`src/rtl/core/two_side_slit_controller_macros.svh`:
```
// Assertion macros for the two-sided slit controller.
`ifndef TWO_SIDE_SLIT_CONTROLLER_MACROS_SVH
`define TWO_SIDE_SLIT_CONTROLLER_MACROS_SVH

`ifndef SYNTHESIS
// Same-cycle implication, reset masked.
`define TSSC_ASSERT_IMP(lbl, clk, rst_n, ante, cons) \
	lbl: assert property (@(posedge clk) disable iff (!(rst_n)) (ante) |-> (cons)) \
		else $error("tssc assertion failed");
// Next-cycle implication, reset masked.
`define TSSC_ASSERT_NXT(lbl, clk, rst_n, ante, cons) \
	lbl: assert property (@(posedge clk) disable iff (!(rst_n)) (ante) |=> (cons)) \
		else $error("tssc assertion failed");
`else
`define TSSC_ASSERT_IMP(lbl, clk, rst_n, ante, cons)
`define TSSC_ASSERT_NXT(lbl, clk, rst_n, ante, cons)
`endif

`endif

```
`src/rtl/core/tssc_pkg.sv`:
```
// Types and constants for the slit controller.
package tssc_pkg;

	localparam int TSSC_QUEUE_DEPTH = 4;

	typedef enum logic [2:0] {
		ST_ERROR   = 3'd0,
		ST_OPENING = 3'd1,
		ST_PARTLY  = 3'd2,
		ST_FULLY   = 3'd3,
		ST_CLOSING = 3'd4,
		ST_CLOSED  = 3'd5
	} slit_st_t;

	typedef enum logic [1:0] {
		CMD_NONE  = 2'd0,
		CMD_OPEN  = 2'd1,
		CMD_CLOSE = 2'd2,
		CMD_STOP  = 2'd3
	} cmd_t;

	typedef enum logic [2:0] {
		OP_OPEN  = 3'd0,
		OP_CLOSE = 3'd1,
		OP_STOP  = 3'd2,
		OP_REPLY = 3'd3,
		OP_TICK  = 3'd4
	} op_t;

	localparam logic [1:0] RC_FAIL   = 2'd0;
	localparam logic [1:0] RC_STATUS = 2'd1;

	localparam logic [7:0] BYTE_MOVING = 8'h30;
	localparam logic [7:0] BYTE_FULLY  = 8'h31;

	localparam logic [3:0]  FAIL_LIMIT_RST = 4'd3;
	localparam logic [3:0]  FAIL_CNT_MAX   = 4'd15;
	localparam logic [15:0] SEC_MAX        = 16'hFFFF;

	localparam logic [15:0] COIL_R_OPEN  = 16'h0108;
	localparam logic [15:0] COIL_R_CLOSE = 16'h0308;
	localparam logic [15:0] COIL_L_OPEN  = 16'h0008;
	localparam logic [15:0] COIL_L_CLOSE = 16'h0208;

	// index of each side in the state arrays
	localparam int SIDE_R   = 0;
	localparam int SIDE_L   = 1;
	localparam int SIDE_ALL = 2;

	typedef struct packed {
		logic        switch_valid;
		logic [15:0] switch_address;
		logic        switch_on;
		slit_st_t    overall_state;
		slit_st_t    left_state;
		slit_st_t    right_state;
		logic        rainy;
		logic        queue_overflow;
		logic        last;
	} result_t;

	function automatic logic [15:0] coil_addr(input logic left, input logic open);
		if (left) begin
			return open ? COIL_L_OPEN : COIL_L_CLOSE;
		end
		return open ? COIL_R_OPEN : COIL_R_CLOSE;
	endfunction

endpackage

```
`src/rtl/core/tssc_req_if.sv`:
```
// Request channel: open/close/stop requests, controller replies and ticks.
interface tssc_req_if;
	logic        valid;
	logic        ready;
	logic [2:0]  operation;
	logic [15:0] open_period;
	logic [1:0]  reply_code;
	logic [7:0]  right_byte;
	logic [7:0]  left_byte;
	logic [7:0]  rain_byte;

	modport source (
		output valid, operation, open_period, reply_code, right_byte, left_byte, rain_byte,
		input  ready
	);
	modport sink (
		input  valid, operation, open_period, reply_code, right_byte, left_byte, rain_byte,
		output ready
	);
endinterface

```
`src/rtl/core/tssc_rsp_if.sv`:
```
// Response channel: switch commands and slit status.
interface tssc_rsp_if;
	logic        valid;
	logic        ready;
	logic        switch_valid;
	logic [15:0] switch_address;
	logic        switch_on;
	logic [2:0]  overall_state;
	logic [2:0]  left_state;
	logic [2:0]  right_state;
	logic        rainy;
	logic        queue_overflow;
	logic        last;

	modport source (
		output valid, switch_valid, switch_address, switch_on, overall_state, left_state,
		       right_state, rainy, queue_overflow, last,
		input  ready
	);
	modport sink (
		input  valid, switch_valid, switch_address, switch_on, overall_state, left_state,
		       right_state, rainy, queue_overflow, last,
		output ready
	);
endinterface

```
`src/rtl/core/two_side_slit_controller.sv`:
```
// Two-sided slit controller: request queues, reply decode and tick scheduling.
//
//  channel   | dir | handshake   | payload
//  ----------+-----+-------------+------------------------------------------------
//  req       | in  | valid/ready | operation, open_period, reply_code, status bytes
//  rsp       | out | valid/ready | switch command, side/combined states, flags, last
//  cfg       | in  | write only  | fail_limit (4 bits), written when cfg_wr_en high
//
//  A transaction lands in the input register, is processed into the two-slot result
//  buffer, and its first result is visible the cycle after it is processed.
//  One result per transaction; a tick that switches both sides gives two.
//  The result buffer drains one result per cycle while rsp is ready, and a
//  transaction is processed once the buffer will be empty, so a new one can be
//  processed as the last result leaves. A stalled rsp holds the buffer, then the
//  input register, then req. arst_n clears all control state; queue entries carry no reset.
module two_side_slit_controller
	import tssc_pkg::*;
#(
	parameter int QUEUE_DEPTH = TSSC_QUEUE_DEPTH
) (
	input  logic          clk,
	input  logic          arst_n,
	input  logic          cfg_wr_en,
	input  logic [3:0]    cfg_wr_data,
	tssc_req_if.sink      req,
	tssc_rsp_if.source    rsp
);

	`include "two_side_slit_controller_macros.svh"

	localparam int QW = (QUEUE_DEPTH > 1) ? $clog2(QUEUE_DEPTH) : 1;
	localparam int CW = $clog2(QUEUE_DEPTH + 1);
	localparam logic [CW:0]   DEPTH_X  = (CW + 1)'(QUEUE_DEPTH);
	localparam logic [CW-1:0] DEPTH_C  = CW'(QUEUE_DEPTH);
	localparam logic [CW-1:0] DEPTH_C1 = CW'(QUEUE_DEPTH - 1);

	// wrap an index sum that stays below twice the depth
	function automatic logic [QW-1:0] wrap_idx(input logic [CW:0] v);
		if (v >= DEPTH_X) begin
			return QW'(v - DEPTH_X);
		end
		return QW'(v);
	endfunction

	// ---------------- configuration ----------------
	logic [3:0] fail_limit_q;
	always_ff @(posedge clk or negedge arst_n) begin
		if (!arst_n) begin
			fail_limit_q <= FAIL_LIMIT_RST;
		end else if (cfg_wr_en) begin
			fail_limit_q <= cfg_wr_data;
		end
	end

	// ---------------- input register ----------------
	logic        valid_s1;
	op_t         op_s1;
	logic [15:0] period_s1;
	logic [1:0]  code_s1;
	logic [7:0]  rbyte_s1;
	logic [7:0]  lbyte_s1;
	logic [7:0]  wbyte_s1;

	logic       process;
	logic       pop;
	logic [1:0] res_cnt_q;
	logic       req_take;

	assign req.ready = !valid_s1 || process;
	assign req_take  = req.valid && req.ready;

	always_ff @(posedge clk or negedge arst_n) begin
		if (!arst_n) begin
			valid_s1 <= 1'b0;
		end else if (req_take) begin
			valid_s1 <= 1'b1;
		end else if (process) begin
			valid_s1 <= 1'b0;
		end
	end

	always_ff @(posedge clk) begin
		if (req_take) begin
			op_s1     <= op_t'(req.operation);
			period_s1 <= req.open_period;
			code_s1   <= req.reply_code;
			rbyte_s1  <= req.right_byte;
			lbyte_s1  <= req.left_byte;
			wbyte_s1  <= req.rain_byte;
		end
	end

	// ---------------- architectural state ----------------
	slit_st_t      st_q   [3];
	cmd_t          cmd_q  [2];
	cmd_t          q_mem  [2][QUEUE_DEPTH];
	logic [QW-1:0] head_q [2];
	logic [CW-1:0] cnt_q  [2];
	logic [15:0]   sec_q  [2];
	logic [15:0]   held_q;
	logic [3:0]    fc_q;
	logic          rain_q;

	slit_st_t      st_n   [3];
	cmd_t          cmd_n  [2];
	logic [QW-1:0] head_n [2];
	logic [CW-1:0] cnt_n  [2];
	logic [15:0]   sec_n  [2];
	logic [15:0]   held_n;
	logic [3:0]    fc_n;
	logic          rain_n;

	// queue writes: up to two pushes per side per transaction
	logic          wa_en  [2];
	logic          wb_en  [2];
	logic [QW-1:0] wa_pos [2];
	logic [QW-1:0] wb_pos [2];
	cmd_t          wa_cmd [2];
	cmd_t          wb_cmd [2];

	logic [3:0] fc_inc;
	assign fc_inc = (fc_q == FAIL_CNT_MAX) ? FAIL_CNT_MAX : fc_q + 4'd1;

	// tick results per side
	logic        sw_v    [2];
	logic        sw_on   [2];
	logic [15:0] sw_addr [2];

	result_t    r0;
	result_t    r1;
	logic [1:0] res_n;

	always_comb begin
		logic [1:0]  push_n;
		cmd_t        pa;
		cmd_t        pb;
		logic        ok_a;
		logic        ok_b;
		logic        ovf;
		logic [15:0] sinc;
		cmd_t        new_cmd;
		cmd_t        last_cmd;
		cmd_t        ref_cmd;
		logic [7:0]  x;

		push_n   = 2'd0;
		pa       = CMD_STOP;
		pb       = CMD_STOP;
		ok_a     = 1'b0;
		ok_b     = 1'b0;
		sinc     = '0;
		new_cmd  = CMD_NONE;
		last_cmd = CMD_NONE;
		ref_cmd  = CMD_NONE;
		x        = '0;

		for (int i = 0; i < 3; i++) begin
			st_n[i] = st_q[i];
		end
		for (int i = 0; i < 2; i++) begin
			cmd_n[i]   = cmd_q[i];
			head_n[i]  = head_q[i];
			cnt_n[i]   = cnt_q[i];
			sec_n[i]   = sec_q[i];
			wa_en[i]   = 1'b0;
			wb_en[i]   = 1'b0;
			wa_pos[i]  = wrap_idx({1'b0, cnt_q[i]} + (CW + 1)'(head_q[i]));
			wb_pos[i]  = wrap_idx({1'b0, cnt_q[i]} + (CW + 1)'(head_q[i]) + (CW + 1)'(1));
			wa_cmd[i]  = CMD_STOP;
			wb_cmd[i]  = CMD_STOP;
			sw_v[i]    = 1'b0;
			sw_on[i]   = 1'b0;
			sw_addr[i] = '0;
		end
		held_n = held_q;
		fc_n   = fc_q;
		rain_n = rain_q;
		ovf    = 1'b0;

		unique case (op_s1) inside
			OP_OPEN, OP_CLOSE, OP_STOP: begin
				if (op_s1 == OP_OPEN) begin
					held_n = period_s1;
				end
				for (int i = 0; i < 2; i++) begin
					push_n = 2'd0;
					pa     = CMD_STOP;
					pb     = CMD_STOP;
					if (op_s1 == OP_OPEN) begin
						if (st_q[i] != ST_FULLY && st_q[i] != ST_OPENING) begin
							if (st_q[i] == ST_CLOSING) begin
								push_n = 2'd2;
								pb     = CMD_OPEN;
							end else begin
								push_n = 2'd1;
								pa     = CMD_OPEN;
							end
						end
					end else if (op_s1 == OP_CLOSE) begin
						if (st_q[i] != ST_CLOSED && st_q[i] != ST_CLOSING) begin
							if (st_q[i] == ST_OPENING) begin
								push_n = 2'd2;
								pb     = CMD_CLOSE;
							end else begin
								push_n = 2'd1;
								pa     = CMD_CLOSE;
							end
						end
					end else begin
						push_n = 2'd1;
					end
					ok_a = (push_n != 2'd0) && (cnt_q[i] < DEPTH_C);
					ok_b = (push_n == 2'd2) && (cnt_q[i] < DEPTH_C1);
					if ((push_n != 2'd0 && !ok_a) || (push_n == 2'd2 && !ok_b)) begin
						ovf = 1'b1;
					end
					wa_en[i]  = ok_a;
					wb_en[i]  = ok_b;
					wa_cmd[i] = pa;
					wb_cmd[i] = pb;
					cnt_n[i]  = cnt_q[i] + CW'(ok_a) + CW'(ok_b);
				end
			end
			OP_REPLY: begin
				if (code_s1 == RC_FAIL) begin
					fc_n = fc_inc;
					if (fc_inc >= fail_limit_q && st_q[SIDE_R] != ST_ERROR) begin
						for (int i = 0; i < 3; i++) begin
							st_n[i] = ST_ERROR;
						end
					end
				end else begin
					fc_n = '0;
					if (code_s1 == RC_STATUS) begin
						for (int i = 0; i < 2; i++) begin
							x = (i == SIDE_R) ? rbyte_s1 : lbyte_s1;
							if (x != BYTE_MOVING) begin
								cmd_n[i] = CMD_NONE;
								st_n[i]  = (x == BYTE_FULLY) ? ST_FULLY : ST_CLOSED;
							end else begin
								case (cmd_q[i])
									CMD_NONE:  st_n[i] = ST_PARTLY;
									CMD_OPEN:  st_n[i] = ST_OPENING;
									CMD_CLOSE: st_n[i] = ST_CLOSING;
									default:   cmd_n[i] = CMD_NONE;
								endcase
							end
						end
						if (st_n[SIDE_L] == st_n[SIDE_R] || cmd_n[SIDE_L] != CMD_NONE) begin
							st_n[SIDE_ALL] = st_n[SIDE_L];
						end else begin
							st_n[SIDE_ALL] = st_n[SIDE_R];
						end
						rain_n = (wbyte_s1 == BYTE_FULLY);
					end
				end
			end
			OP_TICK: begin
				for (int i = 0; i < 2; i++) begin
					last_cmd = cmd_q[i];
					new_cmd  = CMD_NONE;
					sinc     = (sec_q[i] == SEC_MAX) ? SEC_MAX : sec_q[i] + 16'd1;
					sec_n[i] = sinc;
					if (last_cmd == CMD_OPEN && held_q != '0 && sinc >= held_q) begin
						new_cmd = CMD_STOP;
					end else if (cnt_q[i] != '0) begin
						new_cmd   = q_mem[i][head_q[i]];
						head_n[i] = wrap_idx((CW + 1)'(head_q[i]) + (CW + 1)'(1));
						cnt_n[i]  = cnt_q[i] - CW'(1);
					end
					if (new_cmd == CMD_STOP && (last_cmd == CMD_NONE || last_cmd == CMD_STOP)) begin
						new_cmd = CMD_NONE;
					end
					if (new_cmd != CMD_NONE) begin
						sw_on[i]   = (new_cmd == CMD_OPEN || new_cmd == CMD_CLOSE);
						ref_cmd    = sw_on[i] ? new_cmd : last_cmd;
						sw_addr[i] = coil_addr(i == SIDE_L, ref_cmd == CMD_OPEN);
						sw_v[i]    = 1'b1;
						sec_n[i]   = '0;
						cmd_n[i]   = new_cmd;
					end
				end
			end
			default: begin
				// unused operation codes: status only
			end
		endcase

		// results carry the state after this transaction
		r0.switch_valid   = 1'b0;
		r0.switch_address = '0;
		r0.switch_on      = 1'b0;
		r0.overall_state  = st_n[SIDE_ALL];
		r0.left_state     = st_n[SIDE_L];
		r0.right_state    = st_n[SIDE_R];
		r0.rainy          = rain_n;
		r0.queue_overflow = ovf;
		r0.last           = 1'b1;
		r1                = r0;
		r1.switch_valid   = 1'b1;
		r1.switch_address = sw_addr[SIDE_L];
		r1.switch_on      = sw_on[SIDE_L];
		res_n             = 2'd1;
		if (sw_v[SIDE_R]) begin
			r0.switch_valid   = 1'b1;
			r0.switch_address = sw_addr[SIDE_R];
			r0.switch_on      = sw_on[SIDE_R];
			r0.last           = !sw_v[SIDE_L];
			if (sw_v[SIDE_L]) begin
				res_n = 2'd2;
			end
		end else if (sw_v[SIDE_L]) begin
			r0 = r1;
		end
	end

	// state update, only when the transaction is actually processed
	always_ff @(posedge clk or negedge arst_n) begin
		if (!arst_n) begin
			for (int i = 0; i < 3; i++) begin
				st_q[i] <= ST_ERROR;
			end
			for (int i = 0; i < 2; i++) begin
				cmd_q[i]  <= CMD_NONE;
				head_q[i] <= '0;
				cnt_q[i]  <= '0;
				sec_q[i]  <= '0;
			end
			held_q <= '0;
			fc_q   <= '0;
			rain_q <= 1'b0;
		end else if (process) begin
			st_q   <= st_n;
			cmd_q  <= cmd_n;
			head_q <= head_n;
			cnt_q  <= cnt_n;
			sec_q  <= sec_n;
			held_q <= held_n;
			fc_q   <= fc_n;
			rain_q <= rain_n;
		end
	end

	// request queues, no reset: an entry is read only after it was pushed
	always_ff @(posedge clk) begin
		if (process) begin
			for (int i = 0; i < 2; i++) begin
				if (wa_en[i]) begin
					q_mem[i][wa_pos[i]] <= wa_cmd[i];
				end
				if (wb_en[i]) begin
					q_mem[i][wb_pos[i]] <= wb_cmd[i];
				end
			end
		end
	end

	// ---------------- result buffer ----------------
	// slot 0 is always the head; slot 1 moves down when slot 0 is taken
	result_t res_q [2];

	assign pop     = rsp.valid && rsp.ready;
	assign process = valid_s1 && (res_cnt_q == 2'd0 || (res_cnt_q == 2'd1 && pop));

	always_ff @(posedge clk or negedge arst_n) begin
		if (!arst_n) begin
			res_cnt_q <= '0;
		end else if (process) begin
			res_cnt_q <= res_n;
		end else if (pop) begin
			res_cnt_q <= res_cnt_q - 2'd1;
		end
	end

	always_ff @(posedge clk) begin
		if (process) begin
			res_q[0] <= r0;
			res_q[1] <= r1;
		end else if (pop) begin
			res_q[0] <= res_q[1];
		end
	end

	assign rsp.valid          = (res_cnt_q != 2'd0);
	assign rsp.switch_valid   = res_q[0].switch_valid;
	assign rsp.switch_address = res_q[0].switch_address;
	assign rsp.switch_on      = res_q[0].switch_on;
	assign rsp.overall_state  = res_q[0].overall_state;
	assign rsp.left_state     = res_q[0].left_state;
	assign rsp.right_state    = res_q[0].right_state;
	assign rsp.rainy          = res_q[0].rainy;
	assign rsp.queue_overflow = res_q[0].queue_overflow;
	assign rsp.last           = res_q[0].last;

	// ---------------- checks ----------------
	`TSSC_ASSERT_NXT(a_two_result_first_not_last, clk, arst_n, process && res_n == 2'd2, rsp.valid && !rsp.last && rsp.switch_valid)
	`TSSC_ASSERT_IMP(a_queue_bound, clk, arst_n, 1'b1, cnt_q[SIDE_R] <= DEPTH_C && cnt_q[SIDE_L] <= DEPTH_C)
	`TSSC_ASSERT_IMP(a_switch_addr_set, clk, arst_n, rsp.valid && rsp.switch_valid, rsp.switch_address != 16'd0)
	`TSSC_ASSERT_NXT(a_fail_to_error, clk, arst_n, process && op_s1 == OP_REPLY && code_s1 == RC_FAIL && fc_inc >= fail_limit_q, st_q[SIDE_R] == ST_ERROR && st_q[SIDE_ALL] == ST_ERROR)

endmodule
```
`src/flat_wrapper.sv`:
```
// flat-port wrapper written by rule: the top's interface ports become plain ports
module two_side_slit_controller_flat import tssc_pkg::*;
#(
	parameter int QUEUE_DEPTH = TSSC_QUEUE_DEPTH
)
  (clk, arst_n, cfg_wr_en, cfg_wr_data, req_valid, req_operation, req_open_period, req_reply_code, req_right_byte, req_left_byte, req_rain_byte, req_ready, rsp_valid, rsp_switch_valid, rsp_switch_address, rsp_switch_on, rsp_overall_state, rsp_left_state, rsp_right_state, rsp_rainy, rsp_queue_overflow, rsp_last, rsp_ready);
  tssc_req_if req_i ();
  tssc_rsp_if rsp_i ();
  input  logic clk;
  input  logic arst_n;
  input  logic cfg_wr_en;
  input  logic [3:0] cfg_wr_data;
  input wire logic [$bits(req_i.valid)-1:0] req_valid;
  input wire logic [$bits(req_i.operation)-1:0] req_operation;
  input wire logic [$bits(req_i.open_period)-1:0] req_open_period;
  input wire logic [$bits(req_i.reply_code)-1:0] req_reply_code;
  input wire logic [$bits(req_i.right_byte)-1:0] req_right_byte;
  input wire logic [$bits(req_i.left_byte)-1:0] req_left_byte;
  input wire logic [$bits(req_i.rain_byte)-1:0] req_rain_byte;
  output wire logic [$bits(req_i.ready)-1:0] req_ready;
  output wire logic [$bits(rsp_i.valid)-1:0] rsp_valid;
  output wire logic [$bits(rsp_i.switch_valid)-1:0] rsp_switch_valid;
  output wire logic [$bits(rsp_i.switch_address)-1:0] rsp_switch_address;
  output wire logic [$bits(rsp_i.switch_on)-1:0] rsp_switch_on;
  output wire logic [$bits(rsp_i.overall_state)-1:0] rsp_overall_state;
  output wire logic [$bits(rsp_i.left_state)-1:0] rsp_left_state;
  output wire logic [$bits(rsp_i.right_state)-1:0] rsp_right_state;
  output wire logic [$bits(rsp_i.rainy)-1:0] rsp_rainy;
  output wire logic [$bits(rsp_i.queue_overflow)-1:0] rsp_queue_overflow;
  output wire logic [$bits(rsp_i.last)-1:0] rsp_last;
  input wire logic [$bits(rsp_i.ready)-1:0] rsp_ready;
  assign req_i.valid = req_valid;
  assign req_i.operation = req_operation;
  assign req_i.open_period = req_open_period;
  assign req_i.reply_code = req_reply_code;
  assign req_i.right_byte = req_right_byte;
  assign req_i.left_byte = req_left_byte;
  assign req_i.rain_byte = req_rain_byte;
  assign req_ready = req_i.ready;
  assign rsp_valid = rsp_i.valid;
  assign rsp_switch_valid = rsp_i.switch_valid;
  assign rsp_switch_address = rsp_i.switch_address;
  assign rsp_switch_on = rsp_i.switch_on;
  assign rsp_overall_state = rsp_i.overall_state;
  assign rsp_left_state = rsp_i.left_state;
  assign rsp_right_state = rsp_i.right_state;
  assign rsp_rainy = rsp_i.rainy;
  assign rsp_queue_overflow = rsp_i.queue_overflow;
  assign rsp_last = rsp_i.last;
  assign rsp_i.ready = rsp_ready;
  two_side_slit_controller #(.QUEUE_DEPTH(QUEUE_DEPTH)) u_core (.clk(clk), .arst_n(arst_n), .cfg_wr_en(cfg_wr_en), .cfg_wr_data(cfg_wr_data), .req(req_i), .rsp(rsp_i));
endmodule
```
`config.mk`:
```
export PLATFORM = sky130hd
export DESIGN_NAME = two_side_slit_controller_flat
export DESIGN_NICKNAME = d
export VERILOG_FILES = /design/src/rtl/core/tssc_pkg.sv /design/src/rtl/core/tssc_req_if.sv /design/src/rtl/core/tssc_rsp_if.sv /design/src/rtl/core/two_side_slit_controller.sv /design/src/flat_wrapper.sv
export VERILOG_INCLUDE_DIRS = /design/src /design/src/rtl/core
export SDC_FILE = /design/constraint.sdc
export NUM_CORES = 1
export LEC_CHECK = 0
export BUFFER_PORTS_ARGS = -buffer_cell sky130_fd_sc_hd__buf_4
export CAP_MARGIN = 20
export CORE_UTILIZATION = 40
export CTS_CLUSTER_SIZE = 24
export DETAILED_ROUTE_END_ITERATION = 8
export GPL_TIMING_DRIVEN = 0
export PLACE_DENSITY = 0.56
export SLEW_MARGIN = 20
export SYNTH_ARGS = -nofsm -noshare
export SYNTH_HDL_FRONTEND = slang
export SYNTH_SLANG_ARGS = --single-unit
```
`constraint.sdc`:
```
create_clock -name clk -period 4.9 [get_ports clk]
set_input_delay 0.245 -clock clk [delete_from_list [all_inputs] [get_ports clk]]
set_output_delay 0.245 -clock clk [all_outputs]
set_load 0.1 [all_outputs]
```
# Word-level counts from Yosys, hierarchy flattened

Memories as Yosys holds them, arrays and structs flattened.
Index checks and enable logic that the tools add are counted.

Add/subtract/negate cells: 22
Multipliers: 0
Div/mod/pow operators: 0
$lt $le $gt $ge: 23
Equal/unequal tests: 52
Shift-type cells: 0
Multiplexer cells: 197
Bitwise logic cells: 25
Reduce and logical (&&, ||, !) cells: 73

Operators with widths:

| cell                                                             | count |
|---|---|
| 2-bit two-way mux                                                | 81 |
| 16-bit two-way mux                                               | 7 |
| 1-bit two-way mux                                                | 62 |
| 30-bit two-way mux                                               | 2 |
| 3-bit two-way mux                                                | 15 |
| 9-bit two-way mux                                                | 4 |
| 16-bit by 1-bit adder with 16-bit output (second input constant) | 2 |
| 16-bit == test (second input constant)                           | 2 |
| 16-bit greater-or-equal comparator                               | 2 |
| 32-bit two-way mux                                               | 1 |
| 8-bit two-way mux                                                | 4 |
| 10-bit two-way mux                                               | 3 |
| 1-bit logical AND                                                | 27 |
| 8-bit by 6-bit == test with 1-bit output (second input constant) | 3 |
| 3-bit greater-or-equal comparator (second input constant)        | 8 |
| 4-bit two-way mux                                                | 6 |
| 2-bit == test (second input constant)                            | 10 |
| 2-bit nonzero test                                               | 10 |
| 18-bit two-way mux                                               | 1 |
| 2-bit NOT with 3-bit output                                      | 6 |
| 3-bit case mux with 3 select lines                               | 2 |
| 1-bit OR                                                         | 17 |
| 2-bit demux with 2-bit select                                    | 4 |
| 2-bit by 1-bit == test with 1-bit output (second input constant) | 8 |
| other kinds (38)                                                 | 105 |

Bits in registers: 128
Bits in latches: 0
Memory bits (writable): 76
Memory bits (read-only): 0
Bits of input ports: 54
Output and inout port bits: 32
Word-level logic and storage cells: 417
Memories kept: 2

Memories:

| name         | words | bits a word | rd ports | clocked after memory_dff | write ports | RTL line                        | source |
|---|---|---|---|---|---|---|---|
| u_core.res_q | 2     | 30          | 2        | 0                        | 2           | two_side_slit_controller.sv:360 | `result_t res_q [2];` |
| u_core.q_mem | 2     | 8           | 2        | 0                        | 2           | two_side_slit_controller.sv:96  | `cmd_t q_mem [2][QUEUE_DEPTH];` |

# Longest topological paths before layout

Gate-level depths: netlist of run 1.

Depth after elaboration: 22
Mapped depth: 24
Mapped depth without buffers: 21

# Worst setup path after synthesis of run 1

OpenSTA, ideal clock, no wires.

Kind: reg2reg
From: register u_core.sec_q[0] (netlist name)
To: register u_core.cmd_q[0] (netlist name)
Setup time: 82 ps
Data arrival time: 4424 ps
Data required time: 4818 ps
Slack: 394 ps
Stages on the path, launching flop included: 23
Path buffers: 3
Clock period less this slack: 4506 ps
Cell sequence: dfrtp_1 -> ha_1 -> and4_1 -> and2_1 -> and2_1 -> nand3_1 -> buf_2 -> buf_2 -> clkbuf_1 -> nand2_1 -> ha_1 -> a211oi_1 -> o21ai_0 -> a2111oi_4 -> nor2_1 -> a21oi_1 -> inv_1 -> ha_1 -> nand2b_1 -> nand2_1 -> o311ai_0 -> o22ai_1 -> a31oi_1

Cells in the longest elaborated chain, start to end: 13
Elaborated cells on any way between the ends: 16
Classes of those cells: add/sub: 1; order compare: 1; eq/ne: 3; mux: 7; reduce/logical: 4

RTL lines:

| what                                                                       | RTL line                        | source |
|---|---|---|
| from (decl)                                                                | two_side_slit_controller.sv:99  | `logic [15:0] sec_q [2];` |
| from (signal assigned)                                                     | two_side_slit_controller.sv:337 | `sec_q <= sec_n;` |
| 16-bit by 1-bit adder with 16-bit output or 16-bit == test (tied branches) | two_side_slit_controller.sv:262 | `sinc = (sec_q[i] == SEC_MAX) ? SEC_MAX : sec_q[i] + 16'd1;` |
| 16-bit two-way mux *                                                       | two_side_slit_controller.sv:262 |  |
| 16-bit greater-or-equal comparator *                                       | two_side_slit_controller.sv:264 | `if (last_cmd == CMD_OPEN && held_q != '0 && sinc >= held_q) begin` |
| 1-bit logical AND *                                                        | two_side_slit_controller.sv:264 |  |
| 2-bit two-way mux *                                                        | two_side_slit_controller.sv:264 |  |
| 2-bit two-way mux *                                                        | two_side_slit_controller.sv:180 | `unique case (op_s1) inside` |
| 2-bit == test                                                              | two_side_slit_controller.sv:271 | `if (new_cmd == CMD_STOP && (last_cmd == CMD_NONE \|\| last_cmd == CMD_STOP)) begin` |
| 1-bit logical AND                                                          | two_side_slit_controller.sv:271 |  |
| 2-bit two-way mux *                                                        | two_side_slit_controller.sv:271 |  |
| 2-bit two-way mux *                                                        | two_side_slit_controller.sv:180 |  |
| 2-bit nonzero test                                                         | two_side_slit_controller.sv:274 | `if (new_cmd != CMD_NONE) begin` |
| 2-bit inequality test (no line)                                            | -                               |  |
| 5-bit AND reduction (no line)                                              | -                               |  |
| to (signal assigned)                                                       | two_side_slit_controller.sv:334 | `cmd_q <= cmd_n;` |
| to (decl)                                                                  | two_side_slit_controller.sv:95  | `cmd_t cmd_q [2];` |

Mark *: on every way between the ends. The rest lies on a longest branch, timed or not. The select of a mux whose other input is x is not followed.
A chain may end at the register's enable or synchronous reset.

==> impl_metrics.ini, run 1 <==
[pwr]
total_power_mw = 6.89
switching_share_pct = 44.8
switchingPower_mw = 3.08
p_clk_share_pct = 20.6
vdd_drop_max_mv = 0.444
leakagePower_nw = 5.29
power_density_nw_per_um2 = 554
p_comb_share_pct = 45.9
power_frac_seq_pct = 33.5
power.internal_mw = 3.80

[route]
via_count = 7978
postRouteAntennaNets = 0
drc = 0
routed_via_density = 5.38
first_pass_iters = 5
wirelength_um = 26100
wire_per_inst_um = 17.6
drt_iter0_drc = 653

[sta]
maxSlewHeadroom_pct = 39.9
finalSetupViolCount = 0
timing.setup.tns_ns = 0
setup_slack_ns = 0.201
max_slew.worst_pin.slew_ns = 0.898
hold_ws_ns = 0.0267
hold_viol = 0
min_period_over_period_pct = 95.9
fin_crit_ns = 4.70
slew_viol_final = 0
fin_skew_ns = 0.0151
fmax_ghz = 0.213

[final_layout]
drive_gt1_share_pct = 17.6
final_cell_mix = nand2_1, buf_4, edfxtp_1, nor2_1, dfrtp_1
stdcell_count = 1482
fillers = 2283
area_growth_pct = 23.3
final_nets = 1264
final_area_sq_um = 12400
num_antenna_cells = 0
post-route-util_pct = 50.6
final_common_cell = nand2_1

[critical_path]
cpPeakStageDelay_ns = 0.43
critical_path_peak_fanout = 10
crit_buf_inv = 3
start_kind = flop
path_class = reg -> reg
cp_slowest_cell = dfrtp_1
arrival_ns = 4.85
path_cells = ha_2, and4_1, and2_4, and2_2, nand3_1, buf_6, buf_4, clkbuf_4, nand2_1, ha_1, a211oi_1, o21ai_1, a2111oi_4, nor2_1, a21o_1, ha_1, a21oi_1, a211oi_1, nor2_1, nand3_1, a31oi_1
critPathTopFamily = compound AO/OA/AOI/OAI gates
endpoint_kind = flop
required_ns = 5.05

[die]
die_x_um = 161
placementRows = 57
io_pins = 86
core-area_sq_um = 24500
die-area_sq_um = 25800
initial_core_util_pct = 41.1
dieHeight_um = 161

[global_routing]
track_usage_pct = 21.0
gr-total-overflow = 0
grt_max_degree = 84
grt_pass1_vias = 7576
grt_pass1_wl_um = 41900
antenna_found_initial = 0

[yosys]
ys_ff_latch = 175
synth-async-reset-ratio_pct = 47.4
yosysWarnings = 0
synth_edf_count = 92
synth_area_per_cell_sq_um = 10.3
synth_area_sq_um = 10100
synth_cells = 981
netlist-cell-type-count = 75
ys_seq_area_share_pct = 48.1
synth_ff_type = edfxtp_1

[cts]
cts_max_level = 4
cts_tree = done
cts.root.buffer_cell = clkbuf_16
clock-sinks = 175
cts-buffers-inserted = 17
clk_latency_ns = 0.45
ctsLongestPathBuffers = 2
clk_pin_slew_ns = 0.08

[min_path]
holdCritPathClass = in -> reg

[placed_design]
place_ws_ns = -0.595
placed_cells = 1391
io_buffers = 72
place_hpwl_um = 18900
place_area_sq_um = 11100
gp_congestion = 0.859

[job]
max_cap_violations = 0

[outcome]
run_status = finished clean
==> sequential cells by signal (all words and copies together), names as in the netlist, 3 cells and up <==
signal and flops:
u_core.cmd_q 4, u_core.cnt_q 6, u_core.fail_limit_q 4, u_core.fc_q 4, u_core.head_q 4, u_core.held_q 16, u_core.lbyte_s1 8, u_core.op_s1 3
u_core.period_s1 16, u_core.q_mem 16, u_core.rbyte_s1 8, u_core.res_q 31, u_core.sec_q 32, u_core.st_q 9, u_core.wbyte_s1 8
==> repair_timing <==
action,4_1_cts,5_1_grt
resized for setup,9,27
hold buffers,51,0
pin swaps,2,5
cloned,0,0
setup buffers,2,6
hold endpoints to repair,130,0
setup endpoints to repair,41,38
==> cells in the mapped netlist (3+ instances only) <==
library cell | n | area share, %
o22ai_1 | 8 | 0.50
nor2_1 | 87 | 3.2
o211ai_1 | 4 | 0.30
nor3_1 | 15 | 0.75
a21oi_1 | 57 | 2.8
nand2_1 | 99 | 3.7
and3_1 | 12 | 0.75
nand3_1 | 37 | 1.8
nor2b_1 | 8 | 0.50
a21o_1 | 16 | 1.2
clkbuf_1 | 27 | 1.0
a211oi_1 | 8 | 0.60
ha_1 | 63 | 7.8
mux4_2 | 4 | 0.89
o2bb2ai_1 | 3 | 0.26
o21bai_1 | 4 | 0.30
inv_1 | 49 | 1.8
a32o_1 | 4 | 0.40
nor4_1 | 8 | 0.50
mux2i_1 | 7 | 0.70
and2_1 | 14 | 0.87
nand3b_1 | 3 | 0.22
xnor2_1 | 27 | 2.3
or3_1 | 8 | 0.50
a22o_1 | 3 | 0.26
buf_4 | 14 | 1.0
nand4_1 | 11 | 0.68
dfrtp_1 | 81 | 20
buf_2 | 6 | 0.30
o21a_1 | 5 | 0.37
and4_1 | 9 | 0.78
a22oi_1 | 3 | 0.22
nand2b_1 | 15 | 0.93
mux2_2 | 26 | 2.9
a32oi_1 | 4 | 0.35
a31oi_1 | 12 | 0.75
o22a_1 | 9 | 0.78
edfxtp_1 | 92 | 27
o21ai_0 | 56 | 2.8
xor2_1 | 10 | 0.87
o31ai_1 | 6 | 0.45
==> metal layers <==
metal / global-route usage, % / vias to the layer above / part of all wire [%]
met3: 4.11 / 26 / 5.4
met5: 0 / - / 0
met1: 31.0 / 3856 / 49
met4: 6.65 / 0 / 1.6
li1: - / 3879 / -
met2: 30.9 / 217 / 44
==> area by class of cell <==
type,instances,area (sq um),area share [%]
Clock buffer,17,425,3.43
Tap cell,324,405,3.26
Inverter,51,191,1.54
Clock inverter,15,194,1.56
Multi-Input combinational cell,717,4930,39.7
Sequential cell,175,4840,39.0
Buffer,50,269,2.17
Timing Repair Buffer,133,1160,9.32
==> worst register-to-register path: stages, from the launching register on <==
cell and delay [ns]:
dfrtp_1 0.43, ha_2 0.24, and4_1 0.25, and2_4 0.19, and2_2 0.21, nand3_1 0.14
buf_6 0.17, buf_4 0.19, clkbuf_4 0.21, nand2_1 0.07, ha_1 0.29, a211oi_1 0.23
o21ai_1 0.14, a2111oi_4 0.36, nor2_1 0.12, a21o_1 0.21, ha_1 0.35, a21oi_1 0.08
a211oi_1 0.25, nor2_1 0.09, nand3_1 0.09, a31oi_1 0.12
==> logic make-up (layout without fill, tap and decap cells) <==
logic type                 count (synthesis)  count (layout)  synth area share, %
and+or+nand+nor                          339             339                 16.7
muxes                                     37              37                 4.50
DFF                                      175             175                 48.1
AOI/OAI and AO/OA                        226             226                 14.9
xor gates and xnor gates                  37              37                 3.22
buffers and inverters                    101             266                 4.38
other                                      1              13               0.0372
adders and majority gates                 65              65                 8.22
==> final timing paths <==
path | from | end | slack (ns) | depth (start not counted)
min | cfg_wr_data[0] | u_core.fail_limit_q[0]$_DFFE_PN1P_ | 0.03 | 2
max in group asynchronous | arst_n | u_core.valid_s1$_DFFE_PN0P_ | 3.87 | 2
min in group asynchronous | arst_n | u_core.sec_q[24]$_DFFE_PN0P_ | 0.42 | 2
min reg2reg | u_core.period_s1[10]$_DFFE_PP_ | u_core.held_q[10]$_DFFE_PN0P_ | 0.48 | 1
max | u_core.sec_q[0]$_DFFE_PN0P_ | u_core.res_q[0][22]$_DFFE_PP_ | 0.20 | 21
max reg2reg | u_core.sec_q[0]$_DFFE_PN0P_ | u_core.res_q[0][22]$_DFFE_PP_ | 0.20 | 21
==> power by group through the flow <==
stage	Clock [mW]	Sequential, mW	Combinational (mW)
6_report	1.42	2.31	3.16
5_1_grt	1.50	2.36	3.45
2_1_floorplan	0	2.75	1.80
4_1_cts	1.45	2.30	3.11
3_5_place_dp	0	2.33	3.06
3_3_place_gp	0	2.34	2.99
No activity file was read; power rests on OpenSTA's default activity.
==> run 2: changes to the inputs <==
- GPL_TIMING_DRIVEN: 0 -> not set
==> impl_metrics.ini, run 2 (synthesis results as in run 1) <==
[sta]
finalSetupViolCount = 0
min_period_over_period_pct = 94.5
fmax_ghz = 0.216
maxSlewHeadroom_pct = 32.5
fin_crit_ns = 4.63
hold_ws_ns = 0.0276
slew_viol_final = 0
max_slew.worst_pin.slew_ns = 1.01
timing.setup.tns_ns = 0
fin_skew_ns = 0.0123
setup_slack_ns = 0.268
hold_viol = 0

[critical_path]
critPathLaunch = u_core.sec_q[16]$_DFFE_PN0P_
required_ns = 5.18
path_class = reg -> reg
r2r-start = u_core.sec_q[16]$_DFFE_PN0P_
cpPeakStageDelay_ns = 0.51
critical_path_peak_fanout = 7
path_cells = ha_1, and3_1, nand3_1, nor3_2, nand3_1, and2_1, ha_1, nand2b_1, a2111oi_0, o311ai_1, a21o_1, a21o_1, ha_1, nand2b_1, and3_1, nand2_1, a311o_1, a31oi_1
cp_common_cell = ha_1
start_kind = flop
arrival_ns = 4.91
endpoint_kind = flop
cp_slowest_cell = a2111oi_0

[placed_design]
gp_congestion = 0.876
placed_cells = 1353
place_ws_ns = 0.223
io_buffers = 72
place_hpwl_um = 18100
place_area_sq_um = 10900

[final_layout]
largestRegisters = u_core.sec_q: 32 flops, u_core.res_q: 31 flops
post-route-util_pct = 49.2
area_growth_pct = 19.7
regMostFlops = u_core.sec_q
final_nets = 1218
ff_latch_area_sq_um = 4840
final_common_cell = nand2_1
fillers = 2230
final_cell_mix = nand2_1, edfxtp_1, nor2_1, buf_4, dfrtp_1
stdcell_count = 1436
num_antenna_cells = 0
multiInputGateArea_sq_um = 4870
largest_reg_flops = 32
final_area_sq_um = 12100
drive_gt1_share_pct = 15.1

[global_routing]
track_usage_pct = 20.4
grt_pass1_vias = 7500
grt_max_degree = 47
gr-total-overflow = 0
antenna_found_initial = 0
grt_pass1_wl_um = 41000

[cts]
cts_tree = done
cts_max_level = 4
clk_pin_slew_ns = 0.08
cts.root.buffer_cell = clkbuf_16
clk_latency_ns = 0.44
cts-buffers-inserted = 17
clock-sinks = 175
ctsLongestPathBuffers = 2

[die]
core-area_sq_um = 24500
die-area_sq_um = 25800
io_pins = 86
dieHeight_um = 161
placementRows = 57
initial_core_util_pct = 41.1
die_x_um = 161

[min_path]
holdCritPathClass = in -> reg
min_from = cfg_wr_data[0]

[pwr]
power_density_nw_per_um2 = 564
total_power_mw = 6.80
leakagePower_nw = 5.10
vdd_drop_max_mv = 0.484

[job]
max_cap_violations = 0

[route]
postRouteAntennaNets = 0
drt_iter0_drc = 556
routed_via_density = 5.37
via_count = 7706
wire_per_inst_um = 17.6
drc = 0
wirelength_um = 25200
first_pass_iters = 6

[outcome]
run_status = finished clean
run 2: cell types whose count changed in the layout (fill, tap and decap cells not counted), sizes merged:
cell,previous run,this run
inv,57,59
clkbuf,46,18
buf,103,86
clkinv,8,5
run 2: cell type report:
type	instances	share of cell area, %
well taps	324	3.36
inverters	51	1.59
clock inverters	14	1.40
repair buffers	137	9.59
flip-flops and latches	175	40.1
clock buffers	18	3.56
multi-input cells	717	40.4
run 2: worst paths after layout:
path / endpoint / slack [ns] / cells after the start
max in group asynchronous: u_core.st_q[7]$_DFFE_PN0P_ / 3.52 / 3
setup reg to reg: u_core.res_q[0][22]$_DFFE_PP_ / 0.27 / 18
hold reg to reg: u_core.held_q[0]$_DFFE_PN0P_ / 0.48 / 1
min in group asynchronous: u_core.sec_q[8]$_DFFE_PN0P_ / 0.32 / 2
setup / recovery: u_core.res_q[0][22]$_DFFE_PP_ / 0.27 / 18
hold / removal: u_core.fail_limit_q[0]$_DFFE_PN1P_ / 0.03 / 2
run 2: critical path, delay by kind of cell (launching register included):
kind,cells,cell delay (ns)
fa+ha+maj,3,0.64
compound gates,6,1.74
flops,1,0.38
simple gates,9,1.72
run 2: where the power goes:
part           leakage, nW  internal, mW  switching, mW
clock network        0.292         0.731          0.661
logic                 2.88         0.991           2.04
registers             1.93          2.04          0.343
run 2: timing repair:
action / in CTS / in global routing
endpoints found under the setup margin: 0 / 4
gates resized for setup: 0 / 5
setup buffers: 0 / 0
endpoints found under the hold margin: 86 / 0
hold buffers: 51 / 0
run 2: metal layers:
| metal | part of all wire (%) | track usage [%] |
|---|---|---|
| met5 | 0 | 0 |
| met4 | 0.99 | 4.85 |
| met3 | 4.3 | 4.13 |
| met2 | 44 | 30.4 |
| met1 | 50 | 30.3 |
==> run 3: changes to the inputs <==
- BUFFER_PORTS_ARGS: -buffer_cell sky130_fd_sc_hd__buf_4 -> -buffer_cell sky130_fd_sc_hd__buf_2
==> impl_metrics.ini, run 3 (synthesis results as in run 1) <==
[die]
io_pins = 86
core-area_sq_um = 24500
initial_core_util_pct = 41.1
placementRows = 57
die-area_sq_um = 25800
die_x_um = 161
dieHeight_um = 161

[cts]
cts-buffers-inserted = 17
cts_setup_buffers = 0
cts_tree = done
ctsLongestPathBuffers = 2
cts_max_level = 4
clk_latency_ns = 0.44
clk_pin_slew_ns = 0.07
clock-sinks = 175
cts.root.buffer_cell = clkbuf_16

[sta]
finalSetupViolCount = 0
hold_ws_ns = 0.0162
hold_viol = 0
fin_crit_ns = 4.57
max_slew.worst_pin.slew_ns = 1.01
slew_viol_final = 0
rsz0062_at_grt = no
fmax_ghz = 0.219
timing.setup.tns_ns = 0
min_period_over_period_pct = 93.2
fin_skew_ns = 0.0144
maxSlewHeadroom_pct = 33.0

[pwr]
power_density_nw_per_um2 = 568
total_power_mw = 6.69
vdd_drop_max_mv = 0.453
leakagePower_nw = 5.00

[global_routing]
antenna_found_initial = 0
track_usage_pct = 20.1
grt_max_degree = 52
grt_pass1_vias = 7415
gr-total-overflow = 0
grt_pass1_wl_um = 40400

[route]
drc = 0
wire_per_inst_um = 17.7
routed_via_density = 5.41
wirelength_um = 25300
postRouteAntennaNets = 0
first_pass_iters = 5
drt_iter0_drc = 584
via_count = 7734

[final_layout]
fillers = 2305
final_nets = 1212
drive_gt1_share_pct = 15.2
final_common_cell = nand2_1
final_cell_mix = nand2_1, edfxtp_1, nor2_1, dfrtp_1, buf_2
num_antenna_cells = 0
largestRegisters = u_core.sec_q: 32 flops, u_core.res_q: 31 flops
regMostFlops = u_core.sec_q
largest_reg_flops = 32
area_growth_pct = 16.9

[placed_design]
gp_congestion = 0.879
place_hpwl_um = 18200
io_buffers = 72

[critical_path]
path_class = reg -> reg
cp_slowest_cell = dfrtp_1
cp_common_cell = ha_1
path_cells = ha_1, and3_1, nand3_1, nor3_2, nand3_1, and2_1, ha_1, nand2b_1, a2111oi_2, o311ai_1, a21o_1, a21o_1, ha_1, nand2b_1, and3_1, nand2_1, a311o_1, a31oi_1
arrival_ns = 4.83
endpoint_kind = flop
r2r-start = u_core.sec_q[16]$_DFFE_PN0P_
critical_path_peak_fanout = 7
critPathLaunch = u_core.sec_q[16]$_DFFE_PN0P_
cpPeakStageDelay_ns = 0.40
crit_buf_inv = 0
required_ns = 5.17
critPathTopFamily = simple AND/OR/NAND/NOR gates
start_kind = flop

[job]
max_cap_violations = 0

[outcome]
run_status = finished clean

[min_path]
holdCritPathClass = in -> reg
min_from = req_open_period[1]
-- run 3: cell types whose count changed in the layout (fill, tap and decap cells not counted), moves of 2 or more --
cell	before	now
clkinv_4	1	3
clkinv_8	3	1
dlygate4sd3_1	51	45
buf_4	86	15
buf_2	0	71
-- run 3: worst register-to-register path: cells and delay by family (launching register included) --
family | cells | cell delay [ns]
adder cells (fa/ha/maj) | 3 | 0.65
AO/OA/AOI/OAI | 6 | 1.62
AND/OR/NAND/NOR | 9 | 1.73
flip-flops | 1 | 0.40
-- run 3: per-stage QoR --
step	utilization [%]	instances	setup WS, ns	instance area, sq um
2_1_floorplan	-	993	0.394	10100
3_3_place_gp	43.8	1353	0.357	10800
3_5_place_dp	43.8	1353	0.252	10800
4_1_cts	47.9	1428	0.210	11700
5_1_grt	48.0	1430	0.0405	11800
6_report	48.0	1430	0.333	11800
-- run 3: path summary, 6_finish.rpt --
kind / to / slack (ns) / depth (start not counted)
min: u_core.period_s1[1]$_DFFE_PP_ / 0.02 / 1
max reg2reg: u_core.res_q[0][22]$_DFFE_PP_ / 0.33 / 18
max: u_core.res_q[0][22]$_DFFE_PP_ / 0.33 / 18
max in group asynchronous: u_core.st_q[5]$_DFFE_PN0P_ / 3.50 / 3
min in group asynchronous: u_core.sec_q[6]$_DFFE_PN0P_ / 0.29 / 2
min reg2reg: u_core.held_q[9]$_DFFE_PN0P_ / 0.48 / 1
-- run 3: repair_timing --
| item | 4_1_cts | 5_1_grt |
|---|---|---|
| endpoints found under the setup margin | 0 | 6 |
| hold buffers | 43 | 2 |
| gates resized for setup | 0 | 5 |
| hold endpoints to repair | 74 | 2 |
-- run 3: metal layers --
layer	vias to the layer above	global-route usage [%]	share of wire [%]
met5	-	0	0
met4	0	4.80	0.73
met3	18	3.54	4.8
met2	195	29.7	43
met1	3735	30.6	51
li1	3786	-	-
-- run 3: cell type report --
class | instances | area (sq um) | area share, %
inverters | 51 | 191 | 1.63
flip-flops and latches | 175 | 4840 | 41.1
multi-input cells | 717 | 4860 | 41.2
clock inverters | 13 | 124 | 1.05
repair buffers | 131 | 918 | 7.80
clock buffers | 19 | 443 | 3.76
well taps | 324 | 405 | 3.44
-- run 3: power breakdown --
group          switching, mW  leakage [nW]  total, mW  internal (mW)
Clock                  0.651         0.277       1.34          0.686
Sequential             0.345          1.93       2.38           2.04
Combinational           2.03          2.80       2.97          0.945
